$ cat src/rtl/core/fdt_pkg.sv
// Shared types and constants for the float32 truncating divider.
// No dependencies.
package fdt_pkg;
    localparam int unsigned SigW    = 24;
    localparam int unsigned Stages  = 24;  // one cell per quotient bit
    localparam int unsigned FracW   = 23;
    localparam int unsigned ExpW    = 8;
    localparam logic [9:0]  ExpBias = 10'd127;

    // Data handed from one divider cell to the next
    typedef struct packed {
        logic             valid;
        logic [SigW:0]    rem;     // partial remainder, below 2*divisor
        logic [SigW-1:0]  den;     // divisor significand
        logic [SigW-1:0]  quo;     // quotient bits developed so far
        logic             adjust;  // dividend significand below divisor
        logic [9:0]       exp;     // signed biased exponent
        logic             sign;
    } fdt_cell_t;
endpackage

$ cat src/rtl/core/fdt_cell.sv
// One restoring-division cell: one quotient bit per cycle while advance is high, registered.
// Depends on fdt_pkg.
module fdt_cell import fdt_pkg::*; (
    input  logic      aclk,
    input  logic      aresetn,
    input  logic      advance,
    input  fdt_cell_t cell_in,
    output fdt_cell_t cell_out
);
    fdt_cell_t   cell_reg, cell_next;
    logic [SigW+1:0] diff;

    // compare-subtract, then double the remainder for the next bit
    always_comb begin
        cell_next = cell_in;
        diff      = {1'b0, cell_in.rem} - {2'b00, cell_in.den};
        if (!diff[SigW+1]) begin
            cell_next.rem = {diff[SigW-1:0], 1'b0};
            cell_next.quo = {cell_in.quo[SigW-2:0], 1'b1};
        end else begin
            cell_next.rem = {cell_in.rem[SigW-1:0], 1'b0};
            cell_next.quo = {cell_in.quo[SigW-2:0], 1'b0};
        end
    end

    always_ff @(posedge aclk) begin
        if (!aresetn) begin
            cell_reg.valid <= 1'b0;
        end else if (advance) begin
            cell_reg <= cell_next;
        end
    end

    assign cell_out = cell_reg;
endmodule

$ cat src/rtl/core/float32_divide_truncating.sv
// Channel   | Direction | Payload
// s_        | in        | s_dividend_bits, s_divisor_bits
// m_        | out       | m_quotient_bits
// One accepted transaction per cycle while the chain is not stalled.
// Each result passes through the 24-cell restoring divider chain and then the output register.
// The whole chain stalls while m_valid is high and m_ready low.
// Synchronous active-low reset clears all valid bits.
// Top level of the float32 truncating divider. Depends on fdt_pkg, fdt_cell.
module float32_divide_truncating import fdt_pkg::*; (
    input  logic        aclk,
    input  logic        aresetn,
    input  logic        s_valid,
    output logic        s_ready,
    input  logic [31:0] s_dividend_bits,
    input  logic [31:0] s_divisor_bits,
    output logic        m_valid,
    input  logic        m_ready,
    output logic [31:0] m_quotient_bits
);
    fdt_cell_t chain [Stages+1];
    logic advance;
    logic [SigW-1:0] sn, sd;
    logic            out_valid_reg;
    logic [31:0]     out_bits_reg, out_bits_next;
    fdt_cell_t       last;
    logic [FracW-1:0] frac;

    assign advance = !out_valid_reg || m_ready;
    assign s_ready = advance;

    // unpack operands into the head of the chain
    always_comb begin
        sn = {1'b1, s_dividend_bits[FracW-1:0]};
        sd = {1'b1, s_divisor_bits[FracW-1:0]};
        chain[0].valid  = s_valid;
        chain[0].rem    = {1'b0, sn};
        chain[0].den    = sd;
        chain[0].quo    = '0;
        chain[0].adjust = sn < sd;
        chain[0].exp    = {2'b00, s_dividend_bits[30:23]} - {2'b00, s_divisor_bits[30:23]}
                          + ExpBias - {9'd0, sn < sd};
        chain[0].sign   = s_dividend_bits[31] ^ s_divisor_bits[31];
    end

    for (genvar i = 0; i < Stages; i++) begin : g_cell
        fdt_cell u_cell (
            .aclk    (aclk),
            .aresetn (aresetn),
            .advance (advance),
            .cell_in (chain[i]),
            .cell_out(chain[i+1])
        );
    end

    // pack result; exponent range check on signed 10-bit value
    always_comb begin
        last = chain[Stages];
        frac = last.adjust ? {last.quo[FracW-2:0], 1'b0} : last.quo[FracW-1:0];
        if (last.exp[9] || last.exp == 10'd0 || last.exp[8]) begin
            out_bits_next = '0;
        end else begin
            out_bits_next = {last.sign, last.exp[ExpW-1:0], frac};
        end
    end

    always_ff @(posedge aclk) begin
        if (!aresetn) begin
            out_valid_reg <= 1'b0;
        end else if (advance) begin
            out_valid_reg <= last.valid;
        end
    end

    always_ff @(posedge aclk) begin
        if (advance) begin
            out_bits_reg <= out_bits_next;
        end
    end

    assign m_valid         = out_valid_reg;
    assign m_quotient_bits = out_bits_reg;
endmodule

$ cat config.mk
export PLATFORM = sky130hd
export DESIGN_NAME = float32_divide_truncating
export DESIGN_NICKNAME = d
export VERILOG_FILES = /design/src/rtl/core/fdt_pkg.sv /design/src/rtl/core/fdt_cell.sv /design/src/rtl/core/float32_divide_truncating.sv
export SDC_FILE = /design/constraint.sdc
export NUM_CORES = 2
export LEC_CHECK = 0
export BUFFER_PORTS_ARGS = -buffer_cell sky130_fd_sc_hd__buf_4
export CORE_UTILIZATION = 58
export DETAILED_ROUTE_END_ITERATION = 6
export PLACE_DENSITY_LB_ADDON = 0.25
export SLEW_MARGIN = 20
export SYNTH_ARGS = -nofsm -noshare
export SYNTH_HDL_FRONTEND = slang
export SYNTH_SLANG_ARGS = --single-unit
$ cat constraint.sdc
create_clock -name aclk -period 46.9 [get_ports aclk]
set_clock_uncertainty 0.15 [all_clocks]
set_input_delay 9.38 -clock aclk [delete_from_list [all_inputs] [get_ports aclk]]
set_output_delay 9.38 -clock aclk [all_outputs]
set_load 0.01 [all_outputs]
Word-level counts from Yosys, hierarchy flattened. Cells that the tools add are included.

Register bits after elaboration: 1725. Input bits: 68. Output and inout bits: 34. Word-level logic and storage cells: 252.

Add/sub/neg operators: 27. $lt $le $gt $ge: 1. Muxes and demuxes: 47. Bitwise gates (word level): 1. Reductions and logical operators: 7.

Operators by type and width (number): $sub 25x24->26 (23); $mux 25 (22); $sub 24x24->25 (1); $lt 24x24->1 (1); $mux 24 (1); $mux 1 (23); $mux 23 (1); $add 9x8->10 const B (1); $logic_not 10->1 (1); $sub 10x1->10 (1); $sub 8x8->9 (1); $logic_or 1x1->1 (3); $reduce_and 2->1 (1); $reduce_or 2->1 (1); $logic_not 1->1 (1); $xor 1x1->1 (1).

Longest topological paths before layout.
Word-level depth: 4. Depth in mapped cells: 23. Mapped depth without buffers: 22.

By module. From an unflattened synthesis, not the netlist that was laid out.

Cell total of the unflattened synthesis: 8204. Area total of the unflattened synthesis: 107912.2 um^2.

By module, submodules not included: fdt_cell (g_cell[0].u_cell ...) (times used 13, cells an instance 334, area each 4540.6 um^2, sequential area each 2542.4 um^2); fdt_cell (g_cell[22].u_cell ...) (times used 7, cells an instance 336, area each 4166.5 um^2, sequential area each 2542.4 um^2); fdt_cell (g_cell[4].u_cell ...) (times used 3, cells an instance 311, area each 4285.4 um^2, sequential area each 2542.4 um^2); fdt_cell (g_cell[10].u_cell) (times used 1, cells an instance 315, area each 4237.8 um^2, sequential area each 2542.4 um^2); float32_divide_truncating (times used 1, cells an instance 262, area each 2625.0 um^2, sequential area each 980.9 um^2).

Worst setup path before layout. OpenSTA, ideal clock, no wires.

Kind: input port to flip-flop. Start point: input port m_ready. End point: register g_cell[0].u_cell.cell_reg, in the netlist g_cell[0].u_cell.cell_out[0], enable pin. Library setup time: 2.229 ns. Arrival time: 47.767 ns. Required time: 44.521 ns. Path slack: -3.246 ns. Stages: 5. Path buffers: 2. Cell sequence: nor2b_1 clkbuf_1 clkinv_1 clkbuf_1 and2_1.

Cells in the longest elaborated chain, start to end: 2.

RTL lines: start: declaration (line float32_divide_truncating.sv:17) `input logic m_ready,`; $logic_or 1x1->1 (line float32_divide_truncating.sv:28) `assign advance = !out_valid_reg || m_ready;`; net s_ready (line float32_divide_truncating.sv:13) `output logic s_ready,`; $reduce_and 2->1 (no source line); end signal: assignment (line fdt_cell.sv:30) `cell_reg <= cell_next;`; end: declaration (line fdt_cell.sv:10) `fdt_cell_t cell_reg, cell_next;`.

The timed path passes the listed nets, and every way through them passes these cells. A chain may end at the register's enable or synchronous reset.

Worst setup path in the final report.
Start point: input port m_ready. End point: output port s_ready.

Cells in the longest elaborated chain, start to end: 1.

RTL lines (line): $logic_or 1x1->1 (float32_divide_truncating.sv:28); end: declaration (float32_divide_truncating.sv:13).

Every way passes these cells.

==> summary by stage <==
Worst hold path
The hold path startpoint is g_cell[5].u_cell.cell_out[3]. The type of the worst min-delay path is reg2reg.

Timing
The headroom to the max-slew limit is 26.19%. The max-slew violation total from the final report is 0. The final count of negative-setup-slack endpoints is 0. The maximum achievable frequency is 49.79 MHz. Dividing the final minimum period by the clock period gives 42.82%. The post-layout worst setup margin is 26.82 ns. The number of hold violations in the final report is 0. The smallest clock period supported by the final layout is computed as 20.08 ns.

Setup repair after global routing left no endpoint under its margin. The final setup TNS is 0 ns. At the pin with the least slew margin, the transition time is 1.107 ns.

Floorplanning
The number of standard-cell rows in the floorplan is 139. The starting density of the core is 58.54%. The number of placed I/O pins is 102.

The area enclosed by the die boundary is 0.1465 sq mm. The core region is 0.1437 sq mm. The die is 382.8 microns tall. The die width is 382.8 microns.

Logic synthesis
Among all flip-flop cells after synthesis, the most frequent one is sky130_fd_sc_hd__edfxtp_1. Ranked by total cell area, the synthesized netlist is headed by sky130_fd_sc_hd__edfxtp_1, sky130_fd_sc_hd__ha_1, sky130_fd_sc_hd__inv_1. The synthesized netlist net count is 7260. For this run, asynchronously set or reset flops after synthesis account for 0%. sky130_fd_sc_hd__edfxtp_1 takes more of the synthesized area than any other cell.

During synthesis, Yosys emitted a total of 0 warnings. The cell count after synthesis is 6622. After synthesis, the netlist uses 88 different library cells.

Counting flops and latches in the post-synthesis netlist gives 1702. The sequential fraction of the synthesis area is 60.48%. Summing every instance area after synthesis gives 0.08410 sq mm. The share of synthesized area in the top cell type comes to 59.88%.

The per-instance average area after synthesis is 12.70 sq um. Counting flops with a built-in enable in the synthesized netlist gives 1677.

GRT
Entering global routing, the biggest net connects 210 pins. The total grt overflow is 0. The first-pass GRT wire length is 242600 microns. The number of antenna violations at the first check in global routing is 4.

Global routing consumed, over all layers together, 20.15% of the routing resources. The number of global-route vias before repair is 50533.

Critical path
Walking the worst path, the cells encountered are buf_4 -> nor2b_1 -> buf_4 -> inv_2 -> buf_4 -> buf_4. The startpoint identified for the worst register-to-register timing path is m_valid. The required time reported for the critical path endpoint is 37.37 ns. The critical path contains buffers and inverters numbering 5 combined. The critical path data arrival time is 10.55 ns.

The timing startpoint of the critical path is m_ready. The classification of the worst setup path is in2out. For this design, the slowest cell found on the critical path is sky130_fd_sc_hd__buf_4. Grouping stages by cell kind, the critical path spends the most delay in buffers and inverters. The largest driver fanout on the critical path is 58. The largest incremental delay on the critical path is 0.53 ns. The slack of the worst reg-to-reg path is 40.79 ns. The worst setup path is captured at an output pin. The most numerous cell type found on the critical path is sky130_fd_sc_hd__buf_4. The nature of the critical path startpoint is an input pin.

Detailed routing
The post-detailed-route wirelength per cell is 16.51 microns. The count of unresolved DRC violations after routing is 28. The post-detailed-route via-to-cell ratio is 5.628.

The pre-antenna-repair detailed-routing pass consisted of 7 iterations. In this run, the number of DRC markers left after iteration 0 of detailed routing was 2923. The routed layout has 50002 vias. The post-detailed-routing wire length is 146600 microns. The post-route antenna net violation count is 0.

Placement
At the end of routability-driven placement, the weighted congestion stood at 0.8727. The count of input and output buffers is 101. Prior to clock tree synthesis, the placed netlist has a worst setup slack of 26.80 ns. The HPWL after detailed placement is 103400 microns.

CTS
The clock latency on the worst-skew pair is 0.81 ns. The H-tree level count is 4. The CTS sink count is 1702.

Once the clock tree was built, the resizer swapped 0 gates to a different size. TritonCTS built the clock tree. After clock tree synthesis, the flow added hold-fix buffers numbering 0. The number of buffers on the longest clock path is 3. In this run, CTS created clock tree buffers numbering 177. The post-CTS clock slew at the launch and capture registers of the worst setup and hold paths is 0.06 ns.

The tree is rooted in a sky130_fd_sc_hd__clkbuf_16. Buffers added to address setup during post-CTS repair amount to 0.

Flow run
The max-capacitance violation count is 0.

Outcome
The flow ran to the end, but the final reports show violations. The final reports fail on design-rule violations.

Layout
The total number of nets in the final design is 7466. Cells with a size suffix above 1 make up 9.284% of the layout. From synthesis to final layout, the design area changed by 10.74%.

Power
For this design the ratio of total power to cell area is 64.84 mW/mm^2. The worst IR drop on VDD is 0.04238 mV. The total leakage power is 37.53 nW.
## kinds of logic after synthesis
family	count (synthesis)	synth area share, %
AND/OR/NAND/NOR	1265	7.106
adder cells (fa/ha/maj)	570	8.704
XOR/XNOR	426	4.437
AO/OA/AOI/OAI	1563	11.75
flip-flops	1702	60.48
multiplexers	296	3.891
buffers and inverters	800	3.639
## metal layers
layer  up-vias  wire length, microns  global-route usage [%]
li1      24715                     -                       -
met1     23998                 59160                   23.12
met2       914                 76990                   37.39
met3       373                  5071                   2.973
met4         2                  5414                   8.081
met5         -                    13                       0
## registers in the layout, indices dropped and copies added (netlist names)
signal and flops:
g_cell.u_cell.cell_out 1669, m_quotient_bits 32, m_valid 1
## layout by cell type (no fill, tap or decap), types with 35 or more instances in the layout
cell type / count
sky130_fd_sc_hd__a211oi_1: 35
sky130_fd_sc_hd__a21boi_0: 39
sky130_fd_sc_hd__a21o_1: 236
sky130_fd_sc_hd__a21oi_1: 468
sky130_fd_sc_hd__a31oi_1: 37
sky130_fd_sc_hd__and2_1: 39
sky130_fd_sc_hd__and3_1: 43
sky130_fd_sc_hd__buf_4: 128
sky130_fd_sc_hd__clkbuf_16: 178
sky130_fd_sc_hd__clkinv_1: 50
sky130_fd_sc_hd__edfxtp_1: 1677
sky130_fd_sc_hd__ha_1: 545
sky130_fd_sc_hd__inv_1: 692
sky130_fd_sc_hd__mux2_1: 48
sky130_fd_sc_hd__mux2_2: 199
sky130_fd_sc_hd__mux2i_1: 49
sky130_fd_sc_hd__nand2_1: 389
sky130_fd_sc_hd__nand2b_1: 82
sky130_fd_sc_hd__nand3_1: 88
sky130_fd_sc_hd__nor2_1: 343
sky130_fd_sc_hd__nor2b_1: 101
sky130_fd_sc_hd__nor3_1: 65
sky130_fd_sc_hd__o21a_1: 90
sky130_fd_sc_hd__o21ai_0: 341
sky130_fd_sc_hd__o21bai_1: 46
sky130_fd_sc_hd__xnor2_1: 271
sky130_fd_sc_hd__xor2_1: 155
## worst reg2reg max path, stage by stage (launching register included)
cell and delay [ns]:
sky130_fd_sc_hd__dfxtp_1 0.31, sky130_fd_sc_hd__nor2b_1 0.12, sky130_fd_sc_hd__buf_4 0.21, sky130_fd_sc_hd__inv_2 0.07, sky130_fd_sc_hd__buf_4 0.53, sky130_fd_sc_hd__and2_4 0.70
sky130_fd_sc_hd__buf_4 0.80, sky130_fd_sc_hd__buf_12 0.71, sky130_fd_sc_hd__buf_12 1.02, sky130_fd_sc_hd__buf_4 1.06
## per-stage QoR
step | instances | cell area, sq um | hold slack [ns] | total power, mW | utilization, %
6_report | 8884 | 93130 | 0.2468 | 6.039 | 64.83
5_1_grt | 8883 | 93120 | 0.2467 | 6.428 | 64.82
4_1_cts | 8883 | 93120 | 0.2439 | 6.070 | 64.82
3_5_place_dp | 8552 | 87180 | 0.2545 | 4.629 | 60.68
3_3_place_gp | 8552 | 87180 | 0.2502 | 4.553 | 60.68
2_1_floorplan | 6622 | 84100 | 0.2503 | 4.166 | -
## final timing paths
| check | end | cells after the start |
|---|---|---|
| max | s_ready | 6 |
| min | g_cell[6].u_cell.cell_out[3] | 0 |
| max reg2reg | g_cell[6].u_cell.cell_out[42] | 9 |
| min reg2reg | g_cell[6].u_cell.cell_out[3] | 0 |
## cell usage after synthesis (all sizes together) (78+ instances only)
cell,instances
o21ai,370
inv,692
o21a,90
a21o,239
nand2,389
edfxtp,1677
a21oi,475
xnor2,271
nand2b,82
nor2b,101
mux2,247
nand3,88
clkbuf,78
ha,545
nor2,344
xor2,155
## area by class of cell
type                       count  area, sq um
fill                       10524        50530
tap                         1903         2381
clock buffer                 206         4559
sequential                  1702        50860
multi-input combinational   4120        30270
clock inverter               125         1385
antenna                        1        2.502
timing repair buffer         134         1072
inverter                     693         2601
## where the power goes
| part | total, mW | internal (mW) | leakage, nW | switching (mW) |
|---|---|---|---|---|
| clock | 1.41 | 0.820 | 2.88 | 0.591 |
| sequential | 2.32 | 2.15 | 16.7 | 0.172 |
| combinational | 2.31 | 1.05 | 18.0 | 1.26 |
| total | 6.04 | 4.02 | 37.5 | 2.02 |
Note: power is estimated with default switching activity, not from simulation.
